$ cat config.mk
export PLATFORM = sky130hd
export DESIGN_NAME = sorted_array_table
export DESIGN_NICKNAME = d
export VERILOG_FILES = /design/src/rtl/sat_pkg.sv /design/src/rtl/sat_ram.sv /design/src/rtl/sat_datapath.sv /design/src/rtl/sat_controller.sv /design/src/rtl/sorted_array_table.sv
export SDC_FILE = /design/constraint.sdc
export NUM_CORES = 1
export LEC_CHECK = 0
export BUFFER_PORTS_ARGS = -buffer_cell sky130_fd_sc_hd__buf_2
export CORE_MARGIN = 3
export CORE_UTILIZATION = 47
export CTS_CLUSTER_SIZE = 8
export DETAILED_ROUTE_END_ITERATION = 12
export GPL_TIMING_DRIVEN = 0
export PLACE_DENSITY = 0.77
export SLEW_MARGIN = 0
export SYNTH_ARGS = -nofsm -noshare
export SYNTH_HDL_FRONTEND = slang
export SYNTH_SLANG_ARGS = --single-unit
$ cat constraint.sdc
create_clock -name clock -period 3.3 [get_ports clock]
set_input_delay 0.66 -clock clock [delete_from_list [all_inputs] [get_ports clock]]
set_output_delay 0.66 -clock clock [all_outputs]
set_load 0.03 [all_outputs]
$ cat src/rtl/sat_pkg.sv
// Shared types, field widths and codes for the sorted array table.
`timescale 1ns / 1ps

package sat_pkg;

   // Default sizing of the table
   localparam int CAPACITY_DEF    = 16;
   localparam int VALUE_WIDTH_DEF = 32;

   // Field widths on the stream channels
   localparam int OP_W       = 2;
   localparam int VALUE_W    = 32;
   localparam int INDEX_W    = 4;
   localparam int READ_W     = 32;
   localparam int STATUS_W   = 2;
   localparam int COUNT_W    = 5;
   localparam int REQ_DATA_W = 40;
   localparam int RSP_DATA_W = 40;

   // Operation codes
   typedef enum logic [OP_W-1:0] {
      OP_INSERT = 2'd0,
      OP_LOOKUP = 2'd1,
      OP_REMOVE = 2'd2,
      OP_NOP    = 2'd3
   } op_type;

   // Result status codes
   typedef enum logic [STATUS_W-1:0] {
      ST_OK    = 2'd0,
      ST_FULL  = 2'd1,
      ST_RANGE = 2'd2
   } status_type;

   // Read address selection
   typedef enum logic [2:0] {
      RD_TOP   = 3'd0,
      RD_WALK  = 3'd1,
      RD_IDX   = 3'd2,
      RD_IDX1  = 3'd3,
      RD_SHIFT = 3'd4
   } rd_sel_type;

   // Write data selection
   typedef enum logic {
      WR_DATA  = 1'b0,
      WR_VALUE = 1'b1
   } wr_sel_type;

   // Pointer update
   typedef enum logic [2:0] {
      PTR_HOLD       = 3'd0,
      PTR_LOAD_COUNT = 3'd1,
      PTR_LOAD_IDX   = 3'd2,
      PTR_DEC        = 3'd3,
      PTR_INC        = 3'd4
   } ptr_op_type;

   // Commands from controller to datapath
   typedef struct packed {
      logic       load_req;
      logic       rd_en;
      rd_sel_type rd_sel;
      logic       wr_en;
      wr_sel_type wr_sel;
      ptr_op_type ptr_op;
      logic       set_status;
      status_type status;
      logic       cnt_inc;
      logic       cnt_dec;
      logic       latch_read;
      logic       load_rsp;
   } cmd_type;

   // Status from datapath to controller
   typedef struct packed {
      op_type op;
      logic   full;
      logic   cnt_zero;
      logic   idx_ok;
      logic   has_shift;
      logic   walk_lt;
      logic   walk_last;
      logic   shift_last;
      logic   out_free;
   } stat_type;

endpackage

$ cat src/rtl/sat_ram.sv
// Generic single-write, single-read RAM with registered read data.
`timescale 1ns / 1ps

module sat_ram #(
   parameter int WIDTH = 32,
   parameter int DEPTH = 16
) (
   input  logic                                clock,
   input  logic                                we,
   input  logic [((DEPTH > 1) ? $clog2(DEPTH) : 1)-1:0] waddr,
   input  logic [WIDTH-1:0]                    wdata,
   input  logic                                re,
   input  logic [((DEPTH > 1) ? $clog2(DEPTH) : 1)-1:0] raddr,
   output logic [WIDTH-1:0]                    rdata
);

   logic [WIDTH-1:0] mem [DEPTH];
   logic [WIDTH-1:0] rdata_ff;

   // Write port
   always_ff @(posedge clock) begin
      if (we) begin
         mem[waddr] <= wdata;
      end
   end

   // Registered read port
   always_ff @(posedge clock) begin
      if (re) begin
         rdata_ff <= mem[raddr];
      end
   end

   assign rdata = rdata_ff;

endmodule

$ cat src/rtl/sat_datapath.sv
// Datapath of the sorted array table: request registers, entry memory, count and response.
`timescale 1ns / 1ps

module sat_datapath #(
   parameter int CAPACITY    = sat_pkg::CAPACITY_DEF,
   parameter int VALUE_WIDTH = sat_pkg::VALUE_WIDTH_DEF
) (
   input  logic                          clock,
   input  logic                          reset,
   input  sat_pkg::op_type               req_op,
   input  logic [sat_pkg::VALUE_W-1:0]   req_value,
   input  logic [sat_pkg::INDEX_W-1:0]   req_index,
   input  sat_pkg::cmd_type              cmd,
   output sat_pkg::stat_type             stat,
   output logic                          rsp_valid,
   input  logic                          rsp_ready,
   output logic [sat_pkg::READ_W-1:0]    rsp_read_value,
   output sat_pkg::status_type           rsp_status,
   output logic [sat_pkg::COUNT_W-1:0]   rsp_entry_count
);
   import sat_pkg::*;

   localparam int AW = (CAPACITY > 1) ? $clog2(CAPACITY) : 1;
   localparam int CW = $clog2(CAPACITY + 1);
   localparam int XW = CW + INDEX_W;

   op_type                 op_ff;
   logic [VALUE_WIDTH-1:0] value_ff;
   logic [INDEX_W-1:0]     idx_ff;
   logic [CW-1:0]          ptr_ff, ptr_in;
   logic [CW-1:0]          count_ff, count_in;
   status_type             status_ff;
   logic [VALUE_WIDTH-1:0] rd_ff;
   logic                   rsp_valid_ff;
   logic [READ_W-1:0]      rsp_value_ff;
   status_type             rsp_status_ff;
   logic [COUNT_W-1:0]     rsp_count_ff;

   logic [AW-1:0]          raddr, waddr;
   logic [VALUE_WIDTH-1:0] wdata, rdata;
   logic [XW-1:0]          idx_x, cnt_x, idx1_x;
   logic [CW:0]            ptr2;

   // Entry storage
   sat_ram #(
      .WIDTH (VALUE_WIDTH),
      .DEPTH (CAPACITY)
   ) u_ram (
      .clock (clock),
      .we    (cmd.wr_en),
      .waddr (waddr),
      .wdata (wdata),
      .re    (cmd.rd_en),
      .raddr (raddr),
      .rdata (rdata)
   );

   // Derived index and pointer values
   assign idx_x  = XW'(idx_ff);
   assign cnt_x  = XW'(count_ff);
   assign idx1_x = idx_x + XW'(1);
   assign ptr2   = {1'b0, ptr_ff} + (CW + 1)'(2);

   // Status toward the controller
   assign stat.op         = op_ff;
   assign stat.full       = (count_ff == CW'(CAPACITY));
   assign stat.cnt_zero   = (count_ff == '0);
   assign stat.idx_ok     = (idx_x < cnt_x);
   assign stat.has_shift  = (idx1_x < cnt_x);
   assign stat.walk_lt    = (rdata < value_ff);
   assign stat.walk_last  = (ptr_ff == CW'(1));
   assign stat.shift_last = (ptr2 >= {1'b0, count_ff});
   assign stat.out_free   = !rsp_valid_ff || rsp_ready;

   // Select read address
   always_comb begin
      case (cmd.rd_sel)
         RD_TOP:   raddr = AW'(count_ff - CW'(1));
         RD_WALK:  raddr = AW'(ptr_ff - CW'(2));
         RD_IDX:   raddr = AW'(idx_x);
         RD_IDX1:  raddr = AW'(idx1_x);
         RD_SHIFT: raddr = AW'(ptr2);
         default:  raddr = '0;
      endcase
   end

   // Write goes to the pointer, carrying either the new value or a moved entry
   assign waddr = AW'(ptr_ff);
   assign wdata = (cmd.wr_sel == WR_VALUE) ? value_ff : rdata;

   // Pointer update
   always_comb begin
      case (cmd.ptr_op)
         PTR_LOAD_COUNT: ptr_in = count_ff;
         PTR_LOAD_IDX:   ptr_in = CW'(idx_x);
         PTR_DEC:        ptr_in = ptr_ff - CW'(1);
         PTR_INC:        ptr_in = ptr_ff + CW'(1);
         default:        ptr_in = ptr_ff;
      endcase
   end

   // Count update
   always_comb begin
      count_in = count_ff;
      if (cmd.cnt_inc) begin
         count_in = count_ff + CW'(1);
      end else if (cmd.cnt_dec) begin
         count_in = count_ff - CW'(1);
      end
   end

   // Control registers
   always_ff @(posedge clock) begin
      if (reset) begin
         count_ff     <= '0;
         ptr_ff       <= '0;
         rsp_valid_ff <= 1'b0;
      end else begin
         count_ff <= count_in;
         ptr_ff   <= ptr_in;
         if (cmd.load_rsp) begin
            rsp_valid_ff <= 1'b1;
         end else if (rsp_ready) begin
            rsp_valid_ff <= 1'b0;
         end
      end
   end

   // Capture request, status and lookup data
   always_ff @(posedge clock) begin
      if (cmd.load_req) begin
         op_ff    <= req_op;
         value_ff <= VALUE_WIDTH'(req_value);
         idx_ff   <= req_index;
         rd_ff    <= '0;
      end else if (cmd.latch_read) begin
         rd_ff <= rdata;
      end
      if (cmd.set_status) begin
         status_ff <= cmd.status;
      end
   end

   // Response register
   always_ff @(posedge clock) begin
      if (cmd.load_rsp) begin
         rsp_value_ff  <= READ_W'(rd_ff);
         rsp_status_ff <= status_ff;
         rsp_count_ff  <= COUNT_W'(count_ff);
      end
   end

   assign rsp_valid       = rsp_valid_ff;
   assign rsp_read_value  = rsp_value_ff;
   assign rsp_status      = rsp_status_ff;
   assign rsp_entry_count = rsp_count_ff;

   // Checks on the table bookkeeping
   a_count_bound: assert property (@(posedge clock) disable iff (reset)
      count_ff <= CW'(CAPACITY))
      else $error("entry count above capacity");

   a_inc_not_full: assert property (@(posedge clock) disable iff (reset)
      cmd.cnt_inc |-> (count_ff != CW'(CAPACITY)) && !cmd.cnt_dec)
      else $error("insert completed on a full table");

   a_dec_not_empty: assert property (@(posedge clock) disable iff (reset)
      cmd.cnt_dec |-> (count_ff != '0))
      else $error("remove completed on an empty table");

   a_no_rw_collision: assert property (@(posedge clock) disable iff (reset)
      (cmd.wr_en && cmd.rd_en) |-> (waddr != raddr))
      else $error("read and write hit the same entry");

endmodule

$ cat src/rtl/sat_controller.sv
// Controller state machine of the sorted array table.
`timescale 1ns / 1ps

module sat_controller (
   input  logic              clock,
   input  logic              reset,
   input  logic              req_valid,
   output logic              req_ready,
   input  sat_pkg::stat_type stat,
   output sat_pkg::cmd_type  cmd
);
   import sat_pkg::*;

   typedef enum logic [6:0] {
      S_IDLE   = 7'b0000001,
      S_DECODE = 7'b0000010,
      S_WALK   = 7'b0000100,
      S_PLACE  = 7'b0001000,
      S_LOOK   = 7'b0010000,
      S_SHIFT  = 7'b0100000,
      S_RESP   = 7'b1000000
   } state_type;

   state_type state_ff, state_in;

   assign req_ready = (state_ff == S_IDLE);

   // Next state and commands
   always_comb begin
      state_in       = state_ff;
      cmd            = '0;
      cmd.rd_sel     = RD_TOP;
      cmd.wr_sel     = WR_DATA;
      cmd.ptr_op     = PTR_HOLD;
      cmd.status     = ST_OK;
      unique case (state_ff)
         S_IDLE: begin
            if (req_valid) begin
               cmd.load_req = 1'b1;
               state_in     = S_DECODE;
            end
         end
         S_DECODE: begin
            cmd.set_status = 1'b1;
            unique case (stat.op)
               OP_INSERT: begin
                  if (stat.full) begin
                     cmd.status = ST_FULL;
                     state_in   = S_RESP;
                  end else begin
                     cmd.ptr_op = PTR_LOAD_COUNT;
                     if (stat.cnt_zero) begin
                        state_in = S_PLACE;
                     end else begin
                        cmd.rd_en  = 1'b1;
                        cmd.rd_sel = RD_TOP;
                        state_in   = S_WALK;
                     end
                  end
               end
               OP_LOOKUP: begin
                  if (stat.idx_ok) begin
                     cmd.rd_en  = 1'b1;
                     cmd.rd_sel = RD_IDX;
                     state_in   = S_LOOK;
                  end else begin
                     cmd.status = ST_RANGE;
                     state_in   = S_RESP;
                  end
               end
               OP_REMOVE: begin
                  if (!stat.idx_ok) begin
                     cmd.status = ST_RANGE;
                     state_in   = S_RESP;
                  end else if (stat.has_shift) begin
                     cmd.ptr_op = PTR_LOAD_IDX;
                     cmd.rd_en  = 1'b1;
                     cmd.rd_sel = RD_IDX1;
                     state_in   = S_SHIFT;
                  end else begin
                     cmd.cnt_dec = 1'b1;
                     state_in    = S_RESP;
                  end
               end
               default: begin
                  state_in = S_RESP;
               end
            endcase
         end
         S_WALK: begin
            // Move entries not below the value up, place it over the first smaller one
            cmd.wr_en = 1'b1;
            if (stat.walk_lt) begin
               cmd.wr_sel  = WR_VALUE;
               cmd.cnt_inc = 1'b1;
               state_in    = S_RESP;
            end else begin
               cmd.wr_sel = WR_DATA;
               cmd.ptr_op = PTR_DEC;
               if (stat.walk_last) begin
                  state_in = S_PLACE;
               end else begin
                  cmd.rd_en  = 1'b1;
                  cmd.rd_sel = RD_WALK;
               end
            end
         end
         S_PLACE: begin
            cmd.wr_en   = 1'b1;
            cmd.wr_sel  = WR_VALUE;
            cmd.cnt_inc = 1'b1;
            state_in    = S_RESP;
         end
         S_LOOK: begin
            cmd.latch_read = 1'b1;
            state_in       = S_RESP;
         end
         S_SHIFT: begin
            // Move the next entry down over the removed slot
            cmd.wr_en  = 1'b1;
            cmd.wr_sel = WR_DATA;
            cmd.ptr_op = PTR_INC;
            if (stat.shift_last) begin
               cmd.cnt_dec = 1'b1;
               state_in    = S_RESP;
            end else begin
               cmd.rd_en  = 1'b1;
               cmd.rd_sel = RD_SHIFT;
            end
         end
         S_RESP: begin
            if (stat.out_free) begin
               cmd.load_rsp = 1'b1;
               state_in     = S_IDLE;
            end
         end
         default: begin
            state_in = S_IDLE;
         end
      endcase
   end

   // State register
   always_ff @(posedge clock) begin
      if (reset) begin
         state_ff <= S_IDLE;
      end else begin
         state_ff <= state_in;
      end
   end

   // Checks on sequencing
   a_accept_to_decode: assert property (@(posedge clock) disable iff (reset)
      (req_valid && req_ready) |=> (state_ff == S_DECODE))
      else $error("accepted transaction not decoded");

   a_rsp_to_idle: assert property (@(posedge clock) disable iff (reset)
      cmd.load_rsp |=> (state_ff == S_IDLE))
      else $error("response loaded without returning to idle");

   a_one_write_src: assert property (@(posedge clock) disable iff (reset)
      cmd.wr_en |-> (state_ff == S_WALK || state_ff == S_PLACE || state_ff == S_SHIFT))
      else $error("memory write outside a walk, place or shift");

endmodule

$ cat src/rtl/sorted_array_table.sv
// Top level of the sorted array table.
`timescale 1ns / 1ps
//
// Keeps up to CAPACITY unsigned values in ascending order in a RAM.
// Request channel (req_*): one transaction carries an operation in tuser
// (insert, lookup at index, remove at index, nop), value and index in tdata.
// Response channel (rsp_*): one transaction per request with the looked-up
// value (zero unless a good lookup), a status code and the entry count.
// The insert walk and the remove shift move one entry per cycle through the
// single read and single write port of the entry RAM.
// A new request is taken once the previous response is in the output
// register, so a response waiting on rsp_tready does not block the next
// request; the following response then waits until the register is free.
// Reset empties the table and drops any pending response; entry contents are
// not cleared and need no clearing pass.
//
module sorted_array_table #(
   parameter int CAPACITY    = sat_pkg::CAPACITY_DEF,
   parameter int VALUE_WIDTH = sat_pkg::VALUE_WIDTH_DEF
) (
   input  logic                             clock,
   input  logic                             reset,
   input  logic                             req_tvalid,
   output logic                             req_tready,
   // value [31:0], index [35:32], zero [39:36]
   input  logic [sat_pkg::REQ_DATA_W-1:0]   req_tdata,
   // op [1:0]
   input  logic [sat_pkg::OP_W-1:0]         req_tuser,
   output logic                             rsp_tvalid,
   input  logic                             rsp_tready,
   // read_value [31:0], entry_count [36:32], zero [39:37]
   output logic [sat_pkg::RSP_DATA_W-1:0]   rsp_tdata,
   // status [1:0]
   output logic [sat_pkg::STATUS_W-1:0]     rsp_tuser
);
   import sat_pkg::*;

   cmd_type             cmd;
   stat_type            stat;
   logic [READ_W-1:0]   rsp_read_value;
   status_type          rsp_status;
   logic [COUNT_W-1:0]  rsp_entry_count;

   // Sequencer
   sat_controller u_ctrl (
      .clock     (clock),
      .reset     (reset),
      .req_valid (req_tvalid),
      .req_ready (req_tready),
      .stat      (stat),
      .cmd       (cmd)
   );

   // Storage and response
   sat_datapath #(
      .CAPACITY    (CAPACITY),
      .VALUE_WIDTH (VALUE_WIDTH)
   ) u_dp (
      .clock           (clock),
      .reset           (reset),
      .req_op          (op_type'(req_tuser)),
      .req_value       (req_tdata[VALUE_W-1:0]),
      .req_index       (req_tdata[VALUE_W+INDEX_W-1:VALUE_W]),
      .cmd             (cmd),
      .stat            (stat),
      .rsp_valid       (rsp_tvalid),
      .rsp_ready       (rsp_tready),
      .rsp_read_value  (rsp_read_value),
      .rsp_status      (rsp_status),
      .rsp_entry_count (rsp_entry_count)
   );

   // Pack response payload
   assign rsp_tdata = {(RSP_DATA_W - READ_W - COUNT_W)'(0), rsp_entry_count, rsp_read_value};
   assign rsp_tuser = rsp_status;

endmodule

==> results of run 1 <==
## registers in the layout (all words and copies together), names as in the netlist, 5 cells and up
signal,flops
u_dp.u_ram.mem,512
u_dp.rd_ff,32
u_dp.rsp_read_value,32
u_dp.u_ram.rdata,32
u_dp.value_ff,32
u_ctrl.state_ff,7
u_dp.count_ff,5
u_dp.ptr_ff,5
u_dp.rsp_entry_count,5
## through the flow
step	std cells	hold WS [ns]	area [µm²]	util, %
3_3_place_gp	2691	0.408	28900	50.5
3_5_place_dp	2713	0.407	29400	51.4
2_1_floorplan	1853	0.400	27500	-
4_1_cts	2938	0.178	33700	59.1
5_1_grt	2968	0.189	35000	61.3
6_report	2968	0.188	35000	61.3
## worst reg2reg max path, cell delays in order (launching register included)
cell	delay, ns
dfxtp_4	0.40
clkinvlp_4	0.14
ha_4	0.25
ha_1	0.32
a21oi_2	0.23
o21ai_4	0.11
a311oi_4	0.42
buf_6	0.21
nor2_1	0.08
a21boi_1	0.26
o211a_4	0.29
nand2_2	0.17
buf_4	0.26
o221ai_1	0.34
a21oi_1	0.18
a211o_1	0.28
## logic make-up after synthesis
group	count (synthesis)	share of synthesized area, %
flops	673	71.8
simple gates	429	7.13
compound gates	421	11.3
buf+inv	156	2.74
mux	103	4.11
fa+ha+maj	58	2.64
xor+xnor	10	0.319
other cells	1	0.0137
## timing repair
item | 4_1_cts | 5_1_grt
pin swaps | 45 | 85
endpoints found under the setup margin | 633 | 632
resized for setup | 275 | 240
buffers inserted | 48 | 30
cloned | 3 | 5
## metal layers
layer,vias up,wire length (µm),GRT usage [%]
li1,7815,-,-
met1,9396,28700,30.3
met2,1506,40900,41.6
met3,321,9130,5.37
met4,0,4120,12.4
met5,-,0,0
## report_power, final
part	total, mW	internal [mW]	switching, mW
sequential	9.30	9.27	0.0272
clock	9.18	5.57	3.61
combinational	0.725	0.273	0.452
total	19.2	15.1	4.09
## final cells by class
| class | instances | area [µm²] | area share [%] |
|---|---|---|---|
| Buffer | 108 | 947 | 2.70 |
| Tap cell | 756 | 946 | 2.70 |
| Timing Repair Buffer | 186 | 1730 | 4.95 |
| Clock inverter | 4 | 67.6 | 0.193 |
| Sequential cell | 673 | 19700 | 56.3 |
| Clock buffer | 171 | 2720 | 7.75 |
| Multi-Input combinational cell | 1025 | 8730 | 24.9 |
| Inverter | 45 | 175 | 0.500 |
## final timing paths
| kind | endpoint | startpoint | slack [ns] | cells after the start |
|---|---|---|---|---|
| setup / recovery | u_dp.u_ram.rdata[29] | u_dp.ptr_ff[2] | -0.88 | 15 |
| setup reg to reg | u_dp.u_ram.rdata[29] | u_dp.ptr_ff[2] | -0.88 | 15 |
| hold reg to reg | u_dp.rsp_status[0] | u_dp.status_ff[0] | 0.42 | 0 |
| hold / removal | u_dp.idx_ff[0] | req_tdata[32] | 0.19 | 1 |
## layout by cell type (no fill, tap or decap), types with 28 or more instances in the layout
cell type and instances:
edfxtp_1 623, nand2_1 220, clkbuf_16 101, buf_2 98, buf_4 87, clkbuf_1 80
a21oi_1 73, nor2_1 65, ha_1 49, dfxtp_1 47, o221ai_2 44, o221ai_1 40
inv_1 37, mux2_2 35, and2_1 35, mux2i_1 34, o21ai_4 32, a32oi_1 32
a211o_1 31, a311oi_1 29, buf_6 28
==> flow_metrics.env, run 1 <==
export IMPL_ant_nets=0
export IMPL_drv_cap=0
export IMPL_setup_viol=44
export IMPL_synth_most_common_cell="edfxtp_1"
export IMPL_synth_edf_count=623
export IMPL_initialDrtViolationCount=2808
export IMPL_tightest_slew_ns=1.33
export IMPL_cp_slowest_cell="a311oi_4"
export IMPL_synthToLayoutAreaGrowth_pct=27.6
export IMPL_synth_common_cells="623 x edfxtp_1, 228 x nand2_1, 101 x a21oi_1"
export IMPL_yosysWarnings=0
export IMPL_clock_sinks=673
export IMPL_grt_max_degree=48
export IMPL_cts_tree="done"
export IMPL_status="finished, violations left"
export IMPL_cts_max_level=3
export IMPL_hold_viol_final=0
export IMPL_wl_per_cell_um=27.9
export IMPL_fp_row_count=87
export IMPL_netlist_instances=1851
export IMPL_crit_chain="clkinvlp_4 -> ha_4 -> ha_1 -> a21oi_2 -> o21ai_4 -> a311oi_4 -> buf_6 -> nor2_1 -> a21boi_1 -> o211a_4 -> nand2_2 -> buf_4 -> o221ai_1 -> a21oi_1 -> a211o_1"
export IMPL_overflow=0
export IMPL_required_ns=3.68
export IMPL_path_class="reg -> reg"
export IMPL_seq_area_frac_synth_pct=71.8
export IMPL_clk_path_buf_depth=3
export IMPL_place_congestion=0.859
export IMPL_grt_pass1_wl_mm=113
export IMPL_drc=0
export IMPL_vdd_drop_max_uv=366
export IMPL_cp_max_fo=10
export IMPL_max_stage_delay_ns=0.42
export IMPL_rsz0062_at_grt="yes"
export IMPL_fin_crit_sh_pct=127
export IMPL_track_usage_pct=24.7
export IMPL_clk_pin_slew_ns=0.06
export IMPL_power_total_mw=19.2
export IMPL_cellLeakagePower_nw=12.1
export IMPL_arrival_ns=4.57
export IMPL_worstSetupStartpointType="flip-flop"
export IMPL_drive_gt1_share_pct=31.2
export IMPL_ys_top_cells_by_area="edfxtp_1 68%, dfxtp_1 3.6%, nand2_1 3.1%"
export IMPL_die_h_um=248
export IMPL_hold_buffers=0
export IMPL_cts_buffers_inserted=94
export IMPL_syn_area_um2=27500
export IMPL_maxSlewHeadroom_pct=10.1
export IMPL_synthArstFlopShare_pct=0
export IMPL_io_buffers=82
export IMPL_setup_tns_ns=-22.87
export IMPL_hold_path_class="in -> reg"
export IMPL_crit_buf_inv=3
export IMPL_finClkSkew_ns=0.0292
export IMPL_grt_antenna_before_repair=0
export IMPL_place_ws_ns=-2.09
export IMPL_violations="setup timing"
export IMPL_crit_family="compound AO/OA/AOI/OAI gates"
export IMPL_io_pins=90
export IMPL_fmax_ghz=0.239
export IMPL_yosysTopAreaCellShare_pct=68.1
export IMPL_worst_slack_ns=-0.883
export IMPL_firstDrtPassIters=6
export IMPL_die_w_um=248
export IMPL_initial_utilization_pct=48.1
export IMPL_yosys_area_top_type="edfxtp_1"
export IMPL_synth_ff_type="edfxtp_1"
export IMPL_n_antenna_cell=0
export IMPL_clkLatencyLatePin_ns=0.65
export IMPL_period_needed_ns=4.18
export IMPL_endpoint_kind="flip-flop"
export IMPL_drv_slew=0
export IMPL_power_per_cell_area_nw_per_um2=548
export IMPL_final_nets=2237
export IMPL_fillCellCount=3726
export IMPL_core_um2=57100
export IMPL_grt_pass1_vias=18719
export IMPL_totalWireLength_mm=82.8
export IMPL_dp_hpwl_mm=45.7
export IMPL_die_area_um2=61400
export IMPL_drt_vias_per_instance=6.41
export IMPL_synth_distinct_cells=72
export IMPL_ys_ff_latch=673
export IMPL_vias=19038
export IMPL_cts_root_buf="clkbuf_16"
export IMPL_syn_avg_cell_area_um2=14.8
Power figures use the tool's default switching activity.
==> run 2, diff against run 1 <==
CTS_BUF_LIST = sky130_fd_sc_hd__clkbuf_8 sky130_fd_sc_hd__clkbuf_16   (was not set)
RECOVER_POWER = 100   (was not set)
==> run 2 against run 1 <==
  * The flow still finishes with violations (setup timing)
  * Critical path depth up 1
  * Count of clock-buffer cells in the layout is 73 lower
  * Clock power decreased by 2.7%
  * Sequential share of layout area increased by 0.12 points
  * First-iteration DRC count is essentially flat
  * Largest cell class unchanged
==> flow_metrics.env, run 2 (synthesis gave the netlist of run 1 again) <==
export IMPL_status="finished, violations left"
export IMPL_worstSetupStartpointType="flip-flop"
export IMPL_core_um2=57100
export IMPL_synthToLayoutAreaGrowth_pct=27.3
export IMPL_cp_max_fo=10
export IMPL_cts_root_buf="clkbuf_16"
export IMPL_final_common_cell="edfxtp_1"
export IMPL_largest_reg_flops=512
export IMPL_multi_input_area_um2=8700
export IMPL_firstDrtPassIters=7
export IMPL_endpoint_kind="flip-flop"
export IMPL_cts_max_level=3
export IMPL_hold_start="req_tuser[0]"
export IMPL_drv_cap=0
export IMPL_worst_slack_ns=-0.811
export IMPL_final_nets=2239
export IMPL_hold_ws_ns=0.191
export IMPL_dp_cells=2713
export IMPL_clkLatencyLatePin_ns=0.65
export IMPL_initialDrtViolationCount=2809
export IMPL_final_cell_mix="623 x edfxtp_1, 221 x nand2_1, 111 x inv_1, 101 x clkbuf_16, 88 x buf_4"
export IMPL_power_per_cell_area_nw_per_um2=542
export IMPL_fp_row_count=87
export IMPL_clk_pin_slew_ns=0.06
export IMPL_cts_buffers_inserted=94
export IMPL_die_h_um=248
export IMPL_violations="setup timing"
export IMPL_reg2reg_setup_slack_ns=-0.81
export IMPL_die_w_um=248
export IMPL_io_pins=90
export IMPL_place_congestion=0.859
export IMPL_grt_antenna_before_repair=1
export IMPL_setup_tns_ns=-41.09
export IMPL_worstHoldEndpoint="u_dp.op_ff[0]"
export IMPL_drt_vias_per_instance=6.40
export IMPL_period_needed_ns=4.11
export IMPL_hold_path_class="in -> reg"
export IMPL_top_register="u_dp.u_ram.mem"
export IMPL_dpl_instance_area_um2=29400
export IMPL_place_ws_ns=-2.09
export IMPL_setup_viol=183
export IMPL_reg2reg_to="u_dp.u_ram.rdata[29]"
export IMPL_drv_slew=0
export IMPL_r2r_start="u_dp.idx_ff[2]"
export IMPL_totalWireLength_mm=83.4
export IMPL_die_area_um2=61400
export IMPL_clk_path_buf_depth=3
export IMPL_grt_max_degree=48
export IMPL_rsz0062_at_grt="yes"
export IMPL_r2r_cells=16
export IMPL_vdd_drop_max_uv=366
export IMPL_clock_sinks=673
export IMPL_required_ns=3.68
export IMPL_design_area_um2=35000
export IMPL_seq_area_um2=19700
export IMPL_io_buffers=82
export IMPL_arrival_ns=4.49
export IMPL_initial_utilization_pct=48.1
export IMPL_fillCellCount=3794
export IMPL_path_class="reg -> reg"
export IMPL_fmax_ghz=0.243
export IMPL_finClkSkew_ns=0.0291
export IMPL_dp_hpwl_mm=45.7
export IMPL_vias=19012
export IMPL_maxSlewHeadroom_pct=8.97
export IMPL_track_usage_pct=24.7
export IMPL_overflow=0
export IMPL_cts_tree="done"
export IMPL_grt_pass1_vias=18750
export IMPL_ant_nets=0
export IMPL_drc=0
export IMPL_hold_viol_final=0
export IMPL_fin_cells=2972
export IMPL_cellLeakagePower_nw=12.3
export IMPL_drive_gt1_share_pct=29.0
export IMPL_hold_depth=1
export IMPL_utilization_pct=61.2
export IMPL_tightest_slew_ns=1.35
export IMPL_fin_crit_sh_pct=125
export IMPL_power_total_mw=19.0
export IMPL_wl_per_cell_um=28.0
export IMPL_grt_pass1_wl_mm=113
run 2: report_power, final:
group          switching [mW]  internal [mW]  total (mW)
logic                   0.456          0.270       0.726
registers              0.0270           9.27        9.30
clock network            3.59           5.34        8.93
run 2: worst max-delay path, stage by stage (launching register included):
cell and delay (ns):
edfxtp_1 0.61, and3_1 0.26, ha_1 0.35, nor3b_1 0.11, nor2_2 0.20, nand2_4 0.14
buf_4 0.18, nor3_1 0.28, a211oi_2 0.07, buf_4 0.18, mux2i_4 0.20, buf_12 0.17
nand3_2 0.16, buf_6 0.22, o221ai_1 0.29, a21oi_1 0.13, a211o_1 0.27
run 2: worst max-delay path by stage:
stage | from | end | slack [ns]
global placement | u_dp.u_ram.rdata[15] | u_dp.u_ram.mem[1][15] | -1.98
CTS | u_dp.ptr_ff[1] | u_dp.u_ram.rdata[24] | -0.61
detailed placement | u_dp.u_ram.rdata[15] | u_dp.u_ram.mem[5][14] | -2.09
finish | u_dp.idx_ff[2] | u_dp.u_ram.rdata[29] | -0.81
floorplan | u_ctrl.state_ff[1] | u_dp.u_ram.rdata[0] | -0.22
global route | u_dp.idx_ff[2] | u_dp.u_ram.rdata[31] | -0.82
run 2: cell type report:
type,instances,share of cell area (%)
clock buffer,98,6.98
buffer,106,2.67
timing repair buffer,190,4.84
tap,756,2.71
antenna,2,0.0143
inverter,45,0.501
multi-input combinational,1025,24.9
sequential,673,56.4
clock inverter,77,0.977
run 2: repair_timing:
item,4_1_cts,5_1_grt
pin swaps,45,81
hold buffers,0,0
resized for setup,277,234
endpoints found under the setup margin,633,634
gates cloned,3,5
buffers inserted,49,32
run 2: layer usage:
| layer | track usage, % | vias to the layer above | part of all wire (%) |
|---|---|---|---|
| met5 | 0 | - | 0 |
| met4 | 12.6 | 0 | 5.7 |
| met3 | 5.45 | 335 | 11 |
| met2 | 41.5 | 1521 | 49 |
| met1 | 30.2 | 9334 | 34 |
| li1 | - | 7822 | - |
